`src/hdl/rwa_fifo.sv`:
```
`timescale 1ns / 1ps
// ----------------------------------------------------------------------------
// rwa_fifo
// Two-entry queue of job descriptors between the front and the back.
// ----------------------------------------------------------------------------
module rwa_fifo #(
  parameter int WIDTH = 8
) (
  input  logic             clk,
  input  logic             rst_n,
  input  logic             push,
  input  logic [WIDTH-1:0] push_data,
  output logic             full,
  input  logic             pop,
  output logic             not_empty,
  output logic [WIDTH-1:0] pop_data
);

  logic [WIDTH-1:0] entry_r [2];
  logic             wr_ptr_r;
  logic             rd_ptr_r;
  logic [1:0]       count_r;
  logic             do_push;
  logic             do_pop;

  assign full      = (count_r == 2'd2);
  assign not_empty = (count_r != 2'd0);
  assign pop_data  = entry_r[rd_ptr_r];
  assign do_push   = push && !full;
  assign do_pop    = pop && not_empty;

  always_ff @(posedge clk) begin
    if (do_push) begin
      entry_r[wr_ptr_r] <= push_data;
    end
  end

  always_ff @(posedge clk) begin
    if (!rst_n) begin
      wr_ptr_r <= 1'b0;
      rd_ptr_r <= 1'b0;
      count_r  <= 2'd0;
    end else begin
      if (do_push) begin
        wr_ptr_r <= ~wr_ptr_r;
      end
      if (do_pop) begin
        rd_ptr_r <= ~rd_ptr_r;
      end
      if (do_push && !do_pop) begin
        count_r <= count_r + 2'd1;
      end else if (do_pop && !do_push) begin
        count_r <= count_r - 2'd1;
      end
    end
  end

endmodule

```
`config.mk`:
```
export PLATFORM = sky130hd
export DESIGN_NAME = rwa_fifo
export DESIGN_NICKNAME = d
export VERILOG_FILES = /design/src/hdl/rwa_fifo.sv
export SDC_FILE = /design/constraint.sdc
export NUM_CORES = 1
export LEC_CHECK = 0
export BUFFER_PORTS_ARGS = -buffer_cell sky130_fd_sc_hd__buf_2
export CAP_MARGIN = 20
export CORE_ASPECT_RATIO = 1.2
export CORE_MARGIN = 1
export CORE_UTILIZATION = 45
export DETAILED_ROUTE_END_ITERATION = 12
export PLACE_DENSITY = 0.78
export SKIP_CTS_REPAIR_TIMING = 1
export SYNTH_ARGS = -nofsm -noshare
export SYNTH_HDL_FRONTEND = slang
export SYNTH_SLANG_ARGS = --single-unit
```
`constraint.sdc`:
```
create_clock -name clk -period 2 [get_ports clk]
set_clock_uncertainty 0.05 [all_clocks]
set_input_delay 0.4 -clock clk [delete_from_list [all_inputs] [get_ports clk]]
set_output_delay 0.4 -clock clk [all_outputs]
set_load 0.01 [all_outputs]
```
* Word-level counts from Yosys, hierarchy flattened *
Memories as Yosys holds them, arrays and structs flattened. A register that Yosys moved wholly into a read port is not among the register bits.
Cells that the tools add are included.

storage, ports and cells
  register bits after elaboration = 4
  bits in latches = 0
  output and inout port bits = 10
  memories kept = 1
  RAM bits = 16
  word-level logic and storage cells = 24
  input bits = 12
  memory bits (read-only) = 0

operators by class
  shifts and indexed selects = 0
  magnitude comparators = 0
  $add $sub $neg = 2
  multiplexer cells = 6
  eq/ne operators = 1
  reductions and logical operators = 9
  bitwise operators = 2
  divide/modulo/power cells = 0
  multipliers = 0

memories
  memory   words  width  read ports  clocked after Yosys merged registers in  wr ports  RTL line  text
  entry_r  2      8      1           1                                        1         19        logic [WIDTH-1:0] entry_r [2];

operators with widths
  kind                                               count
  logical AND 1 bit                                  4
  two-way mux 1 bit                                  4
  two-way mux 2 bit                                  2
  nonzero test 2 bit                                 2
  logical NOT 1 bit                                  3
  adder 2 x 1 -> 2 bit (second input constant)       1
  equality test 2 bit (second input constant)        1
  inverter 1 bit                                     2
  subtractor 2 x 1 -> 2 bit (second input constant)  1

* Logic depth before layout (Yosys ltp) *
  word-level depth = 7
  gate-level depth with buffers = 7
  depth with buffers taken out = 7

* Worst setup path before layout *
No wires, ideal clock.

  kind = register -> register
  start = register count_r[0]
  end = register count_r[1]
  path slack = 0.407 ns
  cell stages (with the launch flop) = 7
  clock period less this slack = 1.593 ns
  path buffers = 0
  required time = 1.880 ns
  setup time = 0.070 ns
  data arrival time = 1.473 ns
  cells stage by stage = dfxtp_1 > nand2b_1 > inv_1 > nor2_1 > ha_1 > or3_1 > a21oi_1

between the ends
  word-level cells in the longest chain between the ends = 6
  elaborated cells between the ends (all ways) = 14
  those cells by class = add/sub: 2; eq/ne: 1; mux: 2; reduce/logical: 9

ends and longest elaborated chain
  what                          RTL line  text
  from (decl)                   22        logic [1:0] count_r;
  from (signal assigned)        51        count_r <= count_r + 2'd1;
  from (signal assigned)        53        count_r <= count_r - 2'd1;
  equality test 2 bit *         26        assign full = (count_r == 2'd2);
  via full                      13        output logic full,
  logical NOT 1 bit *           29        assign do_push = push && !full;
  logical AND 1 bit *           29
  via do_push                   23        logic do_push;
  logical NOT 1 bit             52        end else if (do_pop && !do_push) begin
  logical AND 1 bit             52
  nonzero test 2 bit (no line)  n/a

The timed path passes the listed nets; every way through them passes the cells marked *. The select of a mux whose other input is x is not followed.
A chain may end at the register's enable or synchronous reset.

==> out/qor.yml <==
final_layout:
  drive_gt1_frac: 0.461
  final_cells: 94
  fin_util: 0.579
  fin_nets: 90
  syn_to_final_growth_pct: 19.4
  fill_cells: 143
  antenna_cells: 0
  fin_area_um2: 962
placement:
  hpwl_um: 933
  placed_cell_area_um2: 936
  numPortBuffers: 21
  dp.cells: 90
  routabilityCongestion: 0.668
critical_path:
  required_ns: 1.55
  start_kind: "flop"
  worst_path_dominant_cell_family: "flip-flops"
  crit_slowest_cell: "dfxtp_1"
  cp-end-kind: "output pin"
  crit_fanout: 8
  critPathMaxStageDelay_ns: 0.55
  crit_buf_inv: 1
  worstSetupPathType: "reg2out"
  worstPathCellList: "mux2_2 > buf_2"
  cp_data_arrival_time_ns: 1.37
routing:
  drtIter0Drc: 11
  via_per_inst: 4.99
  first_pass_iters: 4
  vias: 469
  avgRoutedWirePerCell_um: 13.0
  wl_um: 1230
  drtAntennaViolNets: 0
  drc_errors: 0
synthesis:
  avgSynthCellArea_um2: 15.8
  syn-num-nets: 64
  synth_commonest_cells: "edfxtp_1, mux2_2, dfxtp_1"
  netlist_instances: 51
  yosysWarnings: 0
  synthMostInstantiatedCell: "edfxtp_1"
  netlist_area_um2: 806
  ys_seq_area_frac: 0.720
  async_reset_ff_frac: 0
  synth_top_family_by_area: "multiplexers"
  synthTopCellsByArea: "edfxtp_1, dfxtp_1, mux2_2, xor2_1, nor2_1"
  synthXorXnorAreaFrac: 0.0326
  synth_edf_count: 16
  yosysTopAreaCell: "edfxtp_1"
  synthSimpleGateAreaFrac: 0.0621
  synth_compound_gate_area_share: 0.0373
  muxShareOfSynthArea: 0.112
  synth_top_area_share: 0.596
  synthAdderAreaFrac: 0.0155
  ys_seq_elements: 21
  ys_types: 17
  ys.flop_type: "edfxtp_1"
sta:
  drv_slew: 0
  fmax_mhz: 550
  slew_headroom: 0.751
  finalHoldWorstSlack_ns: 0.244
  period_share: 0.909
  hold_viol: 0
  fin_tns_setup_ns: 0
  rsz0062_at_grt: "false"
  tightest_slew_ns: 0.374
  setup_viol: 0
  fin_crit_ns: 1.82
hold_path:
  hold_path_class: "in2reg"
cts:
  cts_buffers: 3
  cts_root_buffer: "clkbuf_4"
  path_clk_slew_ns: 0.11
  htreeDepth: 1
  clk_path_buf_depth: 2
  worst_skew_pair.late_latency_ns: 0.29
  cts_tree: "yes"
  clock_sinks: 21
pwr:
  leakage_uw: 0.000397
  vdd_drop_max_v: 0.000717
  power_density_nw_per_um2: 1210
global_routing:
  antenna_found_initial: 0
  grt_pass1_vias: 440
  grt_max_degree: 12
  grt_overflow: 0
  grt_pass1_wl_um: 1840
  grt_use_met2: 0.212
  top_usage_layer: "met2"
  grt_use_met3: 0.0367
  grtUsageTotal: 0.137
  use_met1: 0.180
floorplanning:
  die_x_um: 40.6
  rows: 16
  io-pin-count: 22
  dieArea_um2: 1960
  core_um2: 1660
  initial_core_util: 0.485
  fp.dieH_um: 48.4
flow_run:
  cap_viol_max_count: 0
outcome:
  status: "finished, final reports clean"
-- where the power goes --
group	internal [uW]	total (uW)	switching (uW)
sequential	556	613	57.1
combinational	184	361	177
clock	77.4	191	113
total	817	1160	347
-- logic make-up (layout without fill, tap and decap cells) --
group	Yosys count	in the layout
xor+xnor	3	3
compound gates	5	5
mux	8	8
buf+inv	4	29
simple gates	9	9
fa+ha+maj	1	1
flops	21	21
-- sequential cells by signal, indices dropped and copies added (netlist names), named ones only --
name	cells
wr_ptr_r	1
count_r	2
rd_ptr_r	1
entry_r	16
-- layout make-up --
type / instances / area (um2) / area share
multi-input cells: 26 / 209 / 0.217
flip-flops and latches: 21 / 581 / 0.603
clock buffers: 4 / 26.3 / 0.0273
repair buffers: 22 / 113 / 0.117
inverters: 3 / 11.3 / 0.0117
well taps: 18 / 22.5 / 0.0234
-- final timing paths --
check                                             start                 endpoint  slack (ns)  depth (start not counted)
worst max-delay path                               flop              pop_data[3]        0.18                          2
worst min-delay path                       push_data[6]  entry_r[0][6]$_DFFE_PP_        0.24                          1
worst max register to register  count_r[0]$_SDFFE_PN0P_  count_r[1]$_SDFFE_PN0P_        0.33                          6
worst min register to register    rd_ptr_r$_SDFFE_PN0P_                     flop        0.48                          2
-- placed cells by master (no fill, tap or decap), drive strengths merged --
cell type  instances
clkbuf             4
buf               22
a21boi             1
and3               1
mux2               8
edfxtp            16
or3                1
or2                1
ha                 1
nand2b             1
o21ai              2
o21a               1
a21oi              1
xor2               3
dfxtp              5
inv                3
nor2               4
nor3               1
-- metal layers --
metal,share of wire,vias up
li1,-,234
met1,0.43,219
met2,0.51,16
met3,0.060,0
met4,0,0
met5,0,-
-- per-stage QoR --
| stage | setup WS [ns] | total power [uW] |
|---|---|---|
| 2_1_floorplan | 0.407 | 860 |
| 3_3_place_gp | 0.417 | 969 |
| 3_5_place_dp | 0.330 | 990 |
| 4_1_cts | 0.158 | 1180 |
| 5_1_grt | 0.107 | 1240 |
| 6_report | 0.182 | 1160 |
Note: power is estimated with default switching activity, not from simulation.
