### src/hdl/rwa_pkg.sv
`timescale 1ns / 1ps
// ----------------------------------------------------------------------------
// rwa_pkg
// Shared types, widths and register codes of the ring window average block.
// ----------------------------------------------------------------------------
package rwa_pkg;

  localparam int SAMPLE_W  = 16;
  localparam int WIN_W     = 9;
  localparam int FILLED_W  = 9;
  localparam int QUOT_W    = 16;
  localparam int NUM_WIN   = 3;
  localparam int CFG_IDX_W = 2;

  typedef logic [SAMPLE_W-1:0] sample_t;
  typedef logic [WIN_W-1:0]    win_t;
  typedef logic [FILLED_W-1:0] filled_t;
  typedef logic [CFG_IDX_W-1:0] cfg_idx_t;

  // Configuration register indexes.
  localparam cfg_idx_t REG_WIN_SHORT = 2'd0;
  localparam cfg_idx_t REG_WIN_MID   = 2'd1;
  localparam cfg_idx_t REG_WIN_LONG  = 2'd2;

  // Lane of each window in the per-window arrays.
  localparam int LANE_SHORT = 0;
  localparam int LANE_MID   = 1;
  localparam int LANE_LONG  = 2;

  localparam win_t WIN_SHORT_RST = 9'd12;
  localparam win_t WIN_MID_RST   = 9'd60;
  localparam win_t WIN_LONG_RST  = 9'd180;

endpackage

### src/hdl/rwa_front.sv
`timescale 1ns / 1ps
// ----------------------------------------------------------------------------
// rwa_front
// Holds the window registers, the write slot and the fill count. Each
// accepted sample becomes a descriptor with its slot, the clamped window
// counts and the oldest slot of each window.
// ----------------------------------------------------------------------------
module rwa_front #(
  parameter int RING_DEPTH = 256,
  parameter int SW         = 8,
  parameter int CW         = 9,
  parameter int DESC_W     = 8
) (
  input  logic                    clk,
  input  logic                    rst_n,
  input  logic                    cfg_we,
  input  rwa_pkg::cfg_idx_t       cfg_index,
  input  rwa_pkg::win_t           cfg_wdata,
  input  logic                    in_valid,
  input  rwa_pkg::sample_t        in_sample,
  output logic                    in_ready,
  output logic                    q_push,
  output logic [DESC_W-1:0]       q_data,
  input  logic                    q_full
);
  import rwa_pkg::*;

  localparam int CMPW = (CW > WIN_W) ? CW : WIN_W;
  localparam int OW   = SW + 2;

  win_t            win_r [NUM_WIN];
  logic [SW-1:0]   slot_r;
  logic [SW-1:0]   slot_nxt;
  logic [CW-1:0]   valid_r;
  logic [CW-1:0]   valid_nxt;
  win_t            weff   [NUM_WIN];
  logic [CW-1:0]   cnt    [NUM_WIN];
  logic [OW-1:0]   old_raw[NUM_WIN];
  logic [SW-1:0]   oldest [NUM_WIN];
  logic            accept;

  assign in_ready = !q_full;
  assign accept   = in_valid && !q_full;
  assign q_push   = accept;

  assign slot_nxt  = (slot_r == SW'(RING_DEPTH - 1)) ? '0 : slot_r + SW'(1);
  assign valid_nxt = (valid_r < CW'(RING_DEPTH)) ? valid_r + CW'(1) : valid_r;

  // Count per window is min(max(window, 1), samples held after this push);
  // its oldest entry sits count - 1 slots behind the new one.
  always_comb begin
    for (int l = 0; l < NUM_WIN; l++) begin
      weff[l] = (win_r[l] == '0) ? WIN_W'(1) : win_r[l];
      cnt[l]  = (CMPW'(weff[l]) > CMPW'(valid_nxt)) ? valid_nxt : CW'(weff[l]);
      old_raw[l] = OW'(slot_r) + OW'(RING_DEPTH) + OW'(1) - OW'(cnt[l]);
      oldest[l]  = (old_raw[l] >= OW'(RING_DEPTH)) ? SW'(old_raw[l] - OW'(RING_DEPTH))
                                                    : SW'(old_raw[l]);
    end
  end

  assign q_data = {in_sample, slot_r,
                   cnt[LANE_SHORT], cnt[LANE_MID], cnt[LANE_LONG],
                   oldest[LANE_SHORT], oldest[LANE_MID], oldest[LANE_LONG],
                   FILLED_W'(valid_nxt)};

  always_ff @(posedge clk) begin
    if (!rst_n) begin
      win_r[LANE_SHORT] <= WIN_SHORT_RST;
      win_r[LANE_MID]   <= WIN_MID_RST;
      win_r[LANE_LONG]  <= WIN_LONG_RST;
    end else if (cfg_we) begin
      unique case (cfg_index)
        REG_WIN_SHORT: win_r[LANE_SHORT] <= cfg_wdata;
        REG_WIN_MID:   win_r[LANE_MID]   <= cfg_wdata;
        REG_WIN_LONG:  win_r[LANE_LONG]  <= cfg_wdata;
        default: ;
      endcase
    end
  end

  always_ff @(posedge clk) begin
    if (!rst_n) begin
      slot_r  <= '0;
      valid_r <= '0;
    end else if (accept) begin
      slot_r  <= slot_nxt;
      valid_r <= valid_nxt;
    end
  end

endmodule

### config.mk
export PLATFORM = sky130hd
export DESIGN_NAME = rwa_front
export DESIGN_NICKNAME = d
export VERILOG_FILES = /design/src/hdl/rwa_pkg.sv /design/src/hdl/rwa_front.sv
export SDC_FILE = /design/constraint.sdc
export NUM_CORES = 1
export LEC_CHECK = 0
export BUFFER_PORTS_ARGS = -buffer_cell sky130_fd_sc_hd__buf_2
export CAP_MARGIN = 20
export CORE_MARGIN = 5
export CORE_UTILIZATION = 38
export CTS_CLUSTER_SIZE = 25
export DETAILED_ROUTE_END_ITERATION = 10
export GPL_TIMING_DRIVEN = 0
export PLACE_DENSITY = 0.75
export RECOVER_POWER = 50
export SLEW_MARGIN = 30
export SYNTH_ARGS = -nofsm -noshare
export SYNTH_HDL_FRONTEND = slang
export SYNTH_SLANG_ARGS = --single-unit
export TNS_END_PERCENT = 100
### constraint.sdc
create_clock -name clk -period 1.5 [get_ports clk]
set_input_delay 0.3 -clock clk [delete_from_list [all_inputs] [get_ports clk]]
set_output_delay 0.3 -clock clk [all_outputs]
set_load 0.01 [all_outputs]
Word level (Yosys, flattened, before mapping) --
Cells that the tools add are included.
Cells by class: muxes and demuxes 1, bitwise operators 0, div/mod/pow operators 0, $mul 0, order comparisons 1, equality and inequality tests 0, add/sub/neg operators 1, shifts and indexed selects 0, reduce and logical (&&, ||, !) cells 3
Operators with widths (count):
- 9-bit by 1-bit adder with 9-bit output, second input constant | 1
- 9-bit < comparator, second input constant | 1
- 8-bit 2-to-1 mux | 1
- 2-bit AND reduction | 1
- 1-bit logical AND | 1
- 1-bit zero test | 1
Word-level totals: memories kept 0, bits in latches 0, flip-flop bits (word level) 9, memory bits (writable) 0, bits in read-only memories 0

Longest topological paths before layout --
Gate-level depths: netlist (run 1).
depth after elaboration 3, mapped depth 5

Worst setup path after synthesis (run 1) --
No wires, ideal clock.
kind flip-flop to output port, start point register valid_r[0], end point output q_data[6], path slack 0.116 ns, arrival time 1.084 ns, buffers on the path 0, stages on the path, launching flop included 5, cell sequence dfxtp_1 -> ha_1 -> nand3b_1 -> nor2_1 -> xor2_1
Between the ends: longest elaborated chain between the ends 2, elaborated cells on any way between the ends 3, classes of those cells add/sub (1); order compare (1); mux (1)
RTL lines:
- start, declared | RTL line rwa_front.sv:34 | logic [CW-1:0] valid_r;
- start signal, assigned | RTL line rwa_front.sv:87 | valid_r <= valid_nxt;
- 9-bit by 1-bit adder with 9-bit output / 9-bit < comparator (equally long branches) | RTL line rwa_front.sv:47 | assign valid_nxt = (valid_r < CW'(RING_DEPTH)) ? valid_r + CW'(1) : valid_r;
- 8-bit 2-to-1 mux (*) | RTL line rwa_front.sv:47
- end, declared | RTL line rwa_front.sv:23 | output logic [DESC_W-1:0] q_data,
Mark *: on every way between the ends. The rest lies on a longest branch, timed or not.

Worst setup path after layout (run 1) --
start point register valid_r[1], end point output q_data[4]
The elaborated chain is that of the path after synthesis.

==> metrics, run 1 <==
Worst Path Max Fanout 4; clk_lat worst skew around 0.26 ns; worst clock skew approximately 0.005 ns; Worst VDD drop between 0.4 and 0.5 mV; Max Freq slightly above 0.6 GHz; global-route wire length before repair 1860 um; Leakage Power around 0.35 nW; # IOs 42; share of layout cells above drive strength 1 approximately 47%; worst rel slew slack about three quarters; YS warnings 0; Avg WL per Cell around 12 um; clock sink count 9; Distinct cells, synth 27; Top reg by flops valid_r; Fin Setup TNS -0.504 ns; CORE AREA ~1300 sq um; CTS tree yes; ys async rst share 0%; Total GRT Usage 12.0%; Worst Setup End Kind output port; # port buffers 13; Syn Nets 97; minimum hold slack around 0.29 ns; initial detailed-routing violation count 11; WP data arrival 1.31 ns; DIE AREA about 2300 sq um; Rows 13; Fillers between 100 and 150; Tot Pwr between 500 and 600 uW; routed vias/inst 5.16; dpl hpwl roughly 800 um; Least-Margin Pin Slew 0.396 ns; cell area after placement roughly 630 sq um; DR DRC count 0; Top FF cell, synth dfxtp_1; top flop regs valid_r: 9 flops; EDFF count, synth 0; Seq/Total Area, Yosys about 33%; top post-synthesis cells by area dfxtp_1 (33%), xnor2_1 (8.0%), a21oi_1 (5.5%), nand4b_4 (4.3%), o31ai_1 (4.1%); final worst slack -0.111 ns; total CTS buffers 3; Initial DRT Pass Iterations 4; area leader, netlist dfxtp_1; Die Wd around 48 um; Vert. Die Dim ~48 um; Finish-stage setup viols 9; Tightest Hold Check Type in2reg; # Max-Cap Violations 0; Starting Density about two fifths; ANT cells 0; via count about 530; violated checks setup timing; setup repair after global routing missed its margin yes; Yosys reg bits 9; Cell Pwr Density approximately 660 nW/um^2; DP Cell Count 92; Hold-fix buffers, CTS 0; Period Utilization, post-route 107%; initial antenna violation count 0; Final Hold Fails 0; Overflow after GRT 0; cells after synthesis 64; Mean Syn Cell Area about 8.5 sq um; Clock Root Buffer clkbuf_4; pin count of the biggest net entering global routing 11; layout net count 121; top cell type's share of synthesized area 33.0%; post-route minimum period about 1.6 ns; WS Path Type reg2out; Routed WL 1270 um; Post-Syn Area between 500 and 600 sq um; vias in the first global route about 430; area grow syn2layout 39.4%; H-tree depth 1; Max clock buf depth 2; max reg flops 9; routability cong. between 0.7 and 0.8; fin cells 102; post-route antenna net violation count 0; Critical Path RT around 1.2 ns; clock transition at the registers of the reported paths 0.06 ns; CP Launch Type flip-flop; outcome complete, but fails checks; Final Slew Violations 0; final instance area between 700 and 800 sq um
-- Yosys cell counts (2+ instances only) --
cell type,instances
o21ai_0,3
o31ai_1,3
a21oi_1,6
inv_1,4
or3_2,2
nand3_1,2
xor2_1,2
or4_1,3
dfxtp_1,9
xnor2_1,5
nand2_1,3
nor2_1,5
nand2b_1,3
-- repair_timing --
action	in CTS	in global routing
pin swaps	7	2
setup endpoints to repair	8	9
gates resized for setup	16	4
buffers inserted	6	1
-- kinds of logic (layout without fill, tap and decap cells) --
family	count (synthesis)	after routing	share of synthesized area, %
simple gates	25	25	29.5
compound gates	13	13	13.7
flops	9	9	33.0
xor+xnor	7	7	11.2
buf+inv	7	30	6.40
mux	2	2	3.89
fa+ha+maj	1	1	2.29
-- layout by cell type, fill, tap and decap left out, drive strengths merged, types with 2 or more instances in the layout --
master	count
a21oi	6
buf	20
clkbuf	6
dfxtp	9
inv	4
nand2	3
nand2b	3
nand3	2
nor2	5
o21ai	3
o31ai	3
or3	3
or4	3
xnor2	5
xor2	2
-- power by group --
group / leakage, nW / switching (mW) / internal [mW]
Combinational: 0.258 / 0.0306 / 0.0308
Clock: 0.0150 / 0.0903 / 0.103
Sequential: 0.0757 / 0.00674 / 0.242
-- layout make-up --
class | count | area (sq um) | share of cell area, %
Inverter | 4 | 15.0 | 1.97
Timing Repair Buffer | 20 | 126 | 16.6
Clock buffer | 4 | 26.3 | 3.45
Buffer | 2 | 11.3 | 1.48
Multi-Input combinational cell | 48 | 373 | 48.9
Tap cell | 15 | 18.8 | 2.46
Sequential cell | 9 | 191 | 25.1
-- metrics by stage --
stage               worst slack, ns  utilization [%]
detailed placement          -0.0239             47.3
global placement            -0.0429             47.3
finish                       -0.111             57.1
floorplan                     0.116                -
CTS                          -0.112             55.6
global route                 -0.187             57.1
-- worst max-delay path: stages, from the launching register on --
cell,delay [ns]
dfxtp_4,0.37
ha_4,0.16
and3b_2,0.20
nand2_2,0.08
xnor2_2,0.10
buf_2,0.14
-- routing by layer --
metal | part of all wire, % | track usage, % | up-vias
li1 | - | - | 274
met1 | 40 | 13.1 | 238
met2 | 54 | 21.4 | 14
met3 | 6.4 | 5.64 | 0
met4 | 0 | 1.61 | 0
met5 | 0 | 0 | -
-- worst paths after layout --
path	from	endpoint	slack, ns	cells past startpoint
worst min register to register	valid_r[6]	valid_r[6]	0.52	2
worst min-delay path	rst_n	valid_r[8]	0.29	2
worst max register to register	valid_r[0]	valid_r[7]	-0.03	5
worst max-delay path	valid_r[1]	q_data[4]	-0.11	5
Note: power is estimated with default switching activity, not from simulation.
==> run 2, diff against run 1 <==
PLACE_DENSITY = 0.77   (was 0.75)
==> metrics, run 2 (synthesized netlist as in run 1, its figures left out) <==
outcome complete, but fails checks; violated checks setup timing; P_int ~370 uW; total CTS buffers 3; vias in the first global route ~550; # Max-Cap Violations 0; # port buffers 13; Period Utilization, post-route 111%; post-route minimum period 1.66 ns; Initial DRT Pass Iterations 4; flop-to-flop setup slack about 0.010 ns; clk_lat worst skew ~0.27 ns; CP Launch Type flip-flop; Die Wd 47.9 um; ANT cells 0; CORE AREA approximately 1300 sq um; global-route wire length before repair between 2000 and 2500 um; clock transition at the registers of the reported paths ~0.060 ns; fin cells between 100 and 150; Top reg by flops valid_r; Clock Root Buffer clkbuf_4; WP data arrival between 1 and 1.5 ns; Max Freq between 0.6 and 0.7 GHz; DR DRC count 0; routed vias/inst between 5 and 6; share of layout cells above drive strength 1 between 50 and 60%; Hold Path End valid_r[8]; worst rel slew slack a little over 70%; pin count of the biggest net entering global routing 11; setup repair after global routing missed its margin yes; Final Hold Fails 0; initial antenna violation count 0; Worst Setup End Kind output port; commonest non-fill, non-tap cell in the layout buf_4; Worst VDD drop 0.489 mV; power share of the clock group a little under two fifths; Rows 13; area grow syn2layout 47.8%; Hold-fix buffers, CTS 0; Avg WL per Cell roughly 14 um; clock sink count 9; post-route antenna net violation count 0; top flop regs valid_r: 9 flops; H-tree depth 1; final worst slack -0.163 ns; fraction of power spent switching nets approximately a quarter; Routed WL about 1500 um; Vert. Die Dim 47.9 um; Hold Path Origin rst_n; Least-Margin Pin Slew roughly 0.41 ns; cell area after placement about 630 sq um; commonest non-fill, non-tap cells in the layout buf_4 (12), buf_2 (11), a21oi_1 (5), dfxtp_4 (5); # IOs 42; Switch Pwr about 130 uW; routability cong. between 0.7 and 0.8; initial detailed-routing violation count 11; Tightest Hold Check Type in2reg; CTS tree yes; DIE AREA roughly 2300 sq um; Max clock buf depth 2; via count 560; Critical Path RT approximately 1.2 ns; worst r2r dst valid_r[5]; Combinational Power Share 13.2%; Overflow after GRT 0; Worst Path Max Fanout 4; layout net count 125; max reg flops 9; final instance area 808 sq um; multi-input logic area ~380 sq um; Leakage Power approximately 0.37 nW; worst reg2reg startpoint valid_r[8]; Worst Setup SP valid_r[0]; Cell Pwr Density approximately 620 nW/um^2; worst clock skew 0.00908 ns; power share of the sequential group 48.4%; Starting Density 41.0%; Total GRT Usage 14.6%; DP Cell Count 92; FF-to-FF path depth 4; Hold Path Depth 2; dpl hpwl ~860 um; register area around 200 sq um; WS Path Type reg2out; Final Slew Violations 0; Fillers between 100 and 150; Finish-stage setup viols 7
run 2: metrics by stage:
| stage | hold WS, ns | setup TNS, ns | power, mW | utilization [%] | setup WS [ns] |
|---|---|---|---|---|---|
| after floorplan | 0.418 | 0 | 0.281 | - | 0.116 |
| after global placement | 0.463 | -0.0421 | 0.299 | 47.3 | -0.0421 |
| after detailed placement | 0.478 | -0.0684 | 0.300 | 47.3 | -0.0412 |
| after CTS | 0.283 | -0.510 | 0.508 | 58.2 | -0.129 |
| after global routing | 0.302 | -1.33 | 0.534 | 60.6 | -0.203 |
| final | 0.281 | -0.705 | 0.504 | 60.6 | -0.163 |
run 2: worst max-delay path: stages, from the launching register on:
cell and delay (ns):
dfxtp_4 0.38, ha_4 0.15, and3b_2 0.19, nand2_2 0.06
xnor2_2 0.16, buf_2 0.15
run 2: area by class of cell:
class                      instances  area share (%)
buffer                             1           0.464
clock buffer                       4            3.25
inverter                           4            1.86
multi-input combinational         48            47.2
sequential                         9            25.1
tap                               15            2.32
timing repair buffer              25            19.8
run 2: repair_timing:
| action | 4_1_cts | 5_1_grt |
|---|---|---|
| endpoints found under the hold margin | 0 | 0 |
| buffers inserted | 10 | 3 |
| endpoints found under the setup margin | 8 | 10 |
| gates resized for setup | 19 | 9 |
| pin swaps | 8 | 7 |
run 2: how the worst max path moves through the flow:
stage	endpoint	slack (ns)	cells past startpoint
detailed placement	q_data[6]	-0.04	5
CTS	q_data[6]	-0.13	5
global route	q_data[6]	-0.20	5
floorplan	q_data[6]	0.12	4
global placement	q_push	-0.04	5
finish	q_data[4]	-0.16	5
run 2: power groups by stage:
| stage | Combinational [mW] | Sequential [mW] | Clock, mW |
|---|---|---|---|
| after floorplan | 0.0276 | 0.253 | 0 |
| after global placement | 0.0449 | 0.254 | 0 |
| after detailed placement | 0.0460 | 0.254 | 0 |
| after CTS | 0.0646 | 0.247 | 0.196 |
| after global routing | 0.0746 | 0.244 | 0.215 |
| final | 0.0666 | 0.244 | 0.193 |
run 2: per-layer routing:
layer  GRT usage [%]  wire length (um)  vias up
li1                -                 -      281
met1            15.4               591      260
met2            24.5               781       15
met3            6.39                82        4
met4            7.53                21        0
met5               0                 0        -
==> run 3, diff against run 2 <==
--- a/config.mk
+++ b/config.mk
@@ -7,2 +7,3 @@
 export LEC_CHECK = 0
+export ABC_AREA = 1
 export BUFFER_PORTS_ARGS = -buffer_cell sky130_fd_sc_hd__buf_2
@@ -10,3 +11,3 @@
 export CORE_MARGIN = 5
-export CORE_UTILIZATION = 38
+export CORE_UTILIZATION = 37
 export CTS_CLUSTER_SIZE = 25
@@ -14,3 +15,3 @@
 export GPL_TIMING_DRIVEN = 0
-export PLACE_DENSITY = 0.77
+export PLACE_DENSITY = 0.76
 export RECOVER_POWER = 50
--- a/constraint.sdc
+++ b/constraint.sdc
@@ -3,2 +3,2 @@
 set_output_delay 0.3 -clock clk [all_outputs]
-set_load 0.01 [all_outputs]
+set_load 0.02 [all_outputs]
==> metrics, run 3 <==
Overflow after GRT 0; area leader, netlist dfxtp_1; Distinct cells, synth 17; worst clock skew 0.00331 ns; clock transition at the registers of the reported paths ~0.07 ns; Total GRT Usage ~15%; ys async rst share 0%; Clock Root Buffer clkbuf_4; Period Utilization, post-route 107%; CORE AREA 1320 sq um; Fin Setup TNS -0.435 ns; Worst Setup End Kind output port; # port buffers 13; Avg WL per Cell between 10 and 15 um; power share of the sequential group a little over two fifths; EDFF count, synth 0; DIE AREA 2270 sq um; Post-synth top cells inv_1 (18), nand2_1 (17), dfxtp_1 (9); Yosys reg bits 9; Seq/Total Area, Yosys 34.3%; Mean Syn Cell Area ~6.4 sq um; WP data arrival between 1 and 1.5 ns; most frequent cell after synthesis inv_1; DR DRC count 0; Initial DRT Pass Iterations 4; setup repair after global routing missed its margin yes; Vert. Die Dim 47.7 um; Least-Margin Pin Slew 0.249 ns; Max clock buf depth 2; top flop regs valid_r: 9 flops; via count 587; layout net count 139; Final Slew Violations 0; fin cells 120; share of layout cells above drive strength 1 44.8%; outcome complete, but fails checks; DP Cell Count 110; Routed WL approximately 1400 um; vias in the first global route ~570; Switch Pwr between 150 and 200 uW; # IOs 42; dpl hpwl 913 um; minimum hold slack 0.294 ns; fraction of power spent switching nets a little under a third; CP Launch Type flip-flop; Top reg by flops valid_r; global-route wire length before repair 2420 um; cells after synthesis 82; worst rel slew slack about 83%; pre-CTS WS 0.0453 ns; initial detailed-routing violation count 16; commonest non-fill, non-tap cell in the layout inv_1; initial antenna violation count 0; max reg flops 9; area grow syn2layout 52.1%; Leakage Power between 0.3 and 0.4 nW; CTS tree yes; post-route minimum period roughly 1.6 ns; # Max-Cap Violations 0; clock sink count 9; Worst VDD drop 0.549 mV; Post-Syn Area around 530 sq um; routed vias/inst roughly 4.9; Rows 13; YS warnings 0; power share of the clock group 31.9%; Die Wd 47.7 um; top post-synthesis cells by area dfxtp_1 (34%), inv_1 (13%), nand2_1 (12%), a21oi_1 (5.7%), o21ai_0 (5.7%); Starting Density about two fifths; Critical Path RT 1.20 ns; pin count of the biggest net entering global routing 11; Tightest Hold Check Type in2reg; top cell type's share of synthesized area about a third; H-tree depth 1; commonest non-fill, non-tap cells in the layout inv_1 (16), nand2_1 (11), nand2_2 (9); WS Path Type reg2out; flop-to-flop setup slack roughly 0.34 ns; final worst slack -0.107 ns; Final Hold Fails 0; Syn Nets about 120; clk_lat worst skew ~0.26 ns; post-route antenna net violation count 0; Combinational Power Share about a quarter; Worst Path Max Fanout 4; Top FF cell, synth dfxtp_1; Cell Pwr Density slightly below 800 nW/um^2; violated checks setup timing; P_int roughly 420 uW; total CTS buffers 3; ANT cells 0; Finish-stage setup viols 5; routability cong. roughly 0.8; Max Freq around 0.62 GHz
-- run 3: kinds of logic after synthesis --
family,Yosys count,share of synthesized area (%)
buf+inv,21,15.0
fa+ha+maj,1,2.38
flops,9,34.3
simple gates,32,29.0
xor+xnor,1,1.67
compound gates,18,17.6
-- run 3: worst max-delay path, cell delays in order (launching register included) --
cell,delay (ns)
dfxtp_4,0.38
ha_4,0.16
nand3_4,0.08
inv_4,0.08
nand2_2,0.04
nand2_1,0.05
nand2_1,0.06
inv_1,0.07
buf_6,0.11
-- run 3: cell type report --
class | instances | area [sq um]
multi-input combinational | 52 | 319
inverter | 21 | 83.8
sequential | 9 | 196
clock buffer | 4 | 26.3
fill | 123 | 518
tap | 15 | 18.8
timing repair buffer | 19 | 155
-- run 3: metrics by stage --
step                power (mW)  cell area [sq um]  util, %
floorplan                0.347                526        -
CTS                      0.602                759     57.6
global placement         0.379                609     46.2
detailed placement       0.383                609     46.2
global route             0.655                800     60.7
finish                   0.614                800     60.7
-- run 3: power groups by stage --
| stage | clock (mW) | combinational [mW] | sequential (mW) |
|---|---|---|---|
| floorplan | 0 | 0.0777 | 0.269 |
| global placement | 0 | 0.108 | 0.271 |
| detailed placement | 0 | 0.111 | 0.272 |
| CTS | 0.200 | 0.136 | 0.267 |
| global route | 0.219 | 0.166 | 0.270 |
| finish | 0.196 | 0.151 | 0.268 |
-- run 3: final timing paths --
path / start / depth (start not counted) / to
setup / recovery: valid_r[0] / 8 / q_data[6]
hold / removal: rst_n / 3 / valid_r[8]
setup reg to reg: valid_r[0] / 6 / valid_r[4]
hold reg to reg: valid_r[1] / 2 / valid_r[1]
-- run 3: what timing repair did --
item	in CTS	in global routing
gates resized for setup	30	14
hold buffers	0	0
endpoints found under the setup margin	7	8
endpoints found under the hold margin	0	0
setup buffers	4	2
pin swaps	6	4
-- run 3: metal layers --
layer	vias up	wire (um)	share of wire [%]	global-route usage [%]
li1	302	-	-	-
met5	-	0	0	0
met1	260	560	39	18.5
met4	0	14	0.97	4.84
met2	21	773	54	26.1
met3	4	92	6.4	3.38
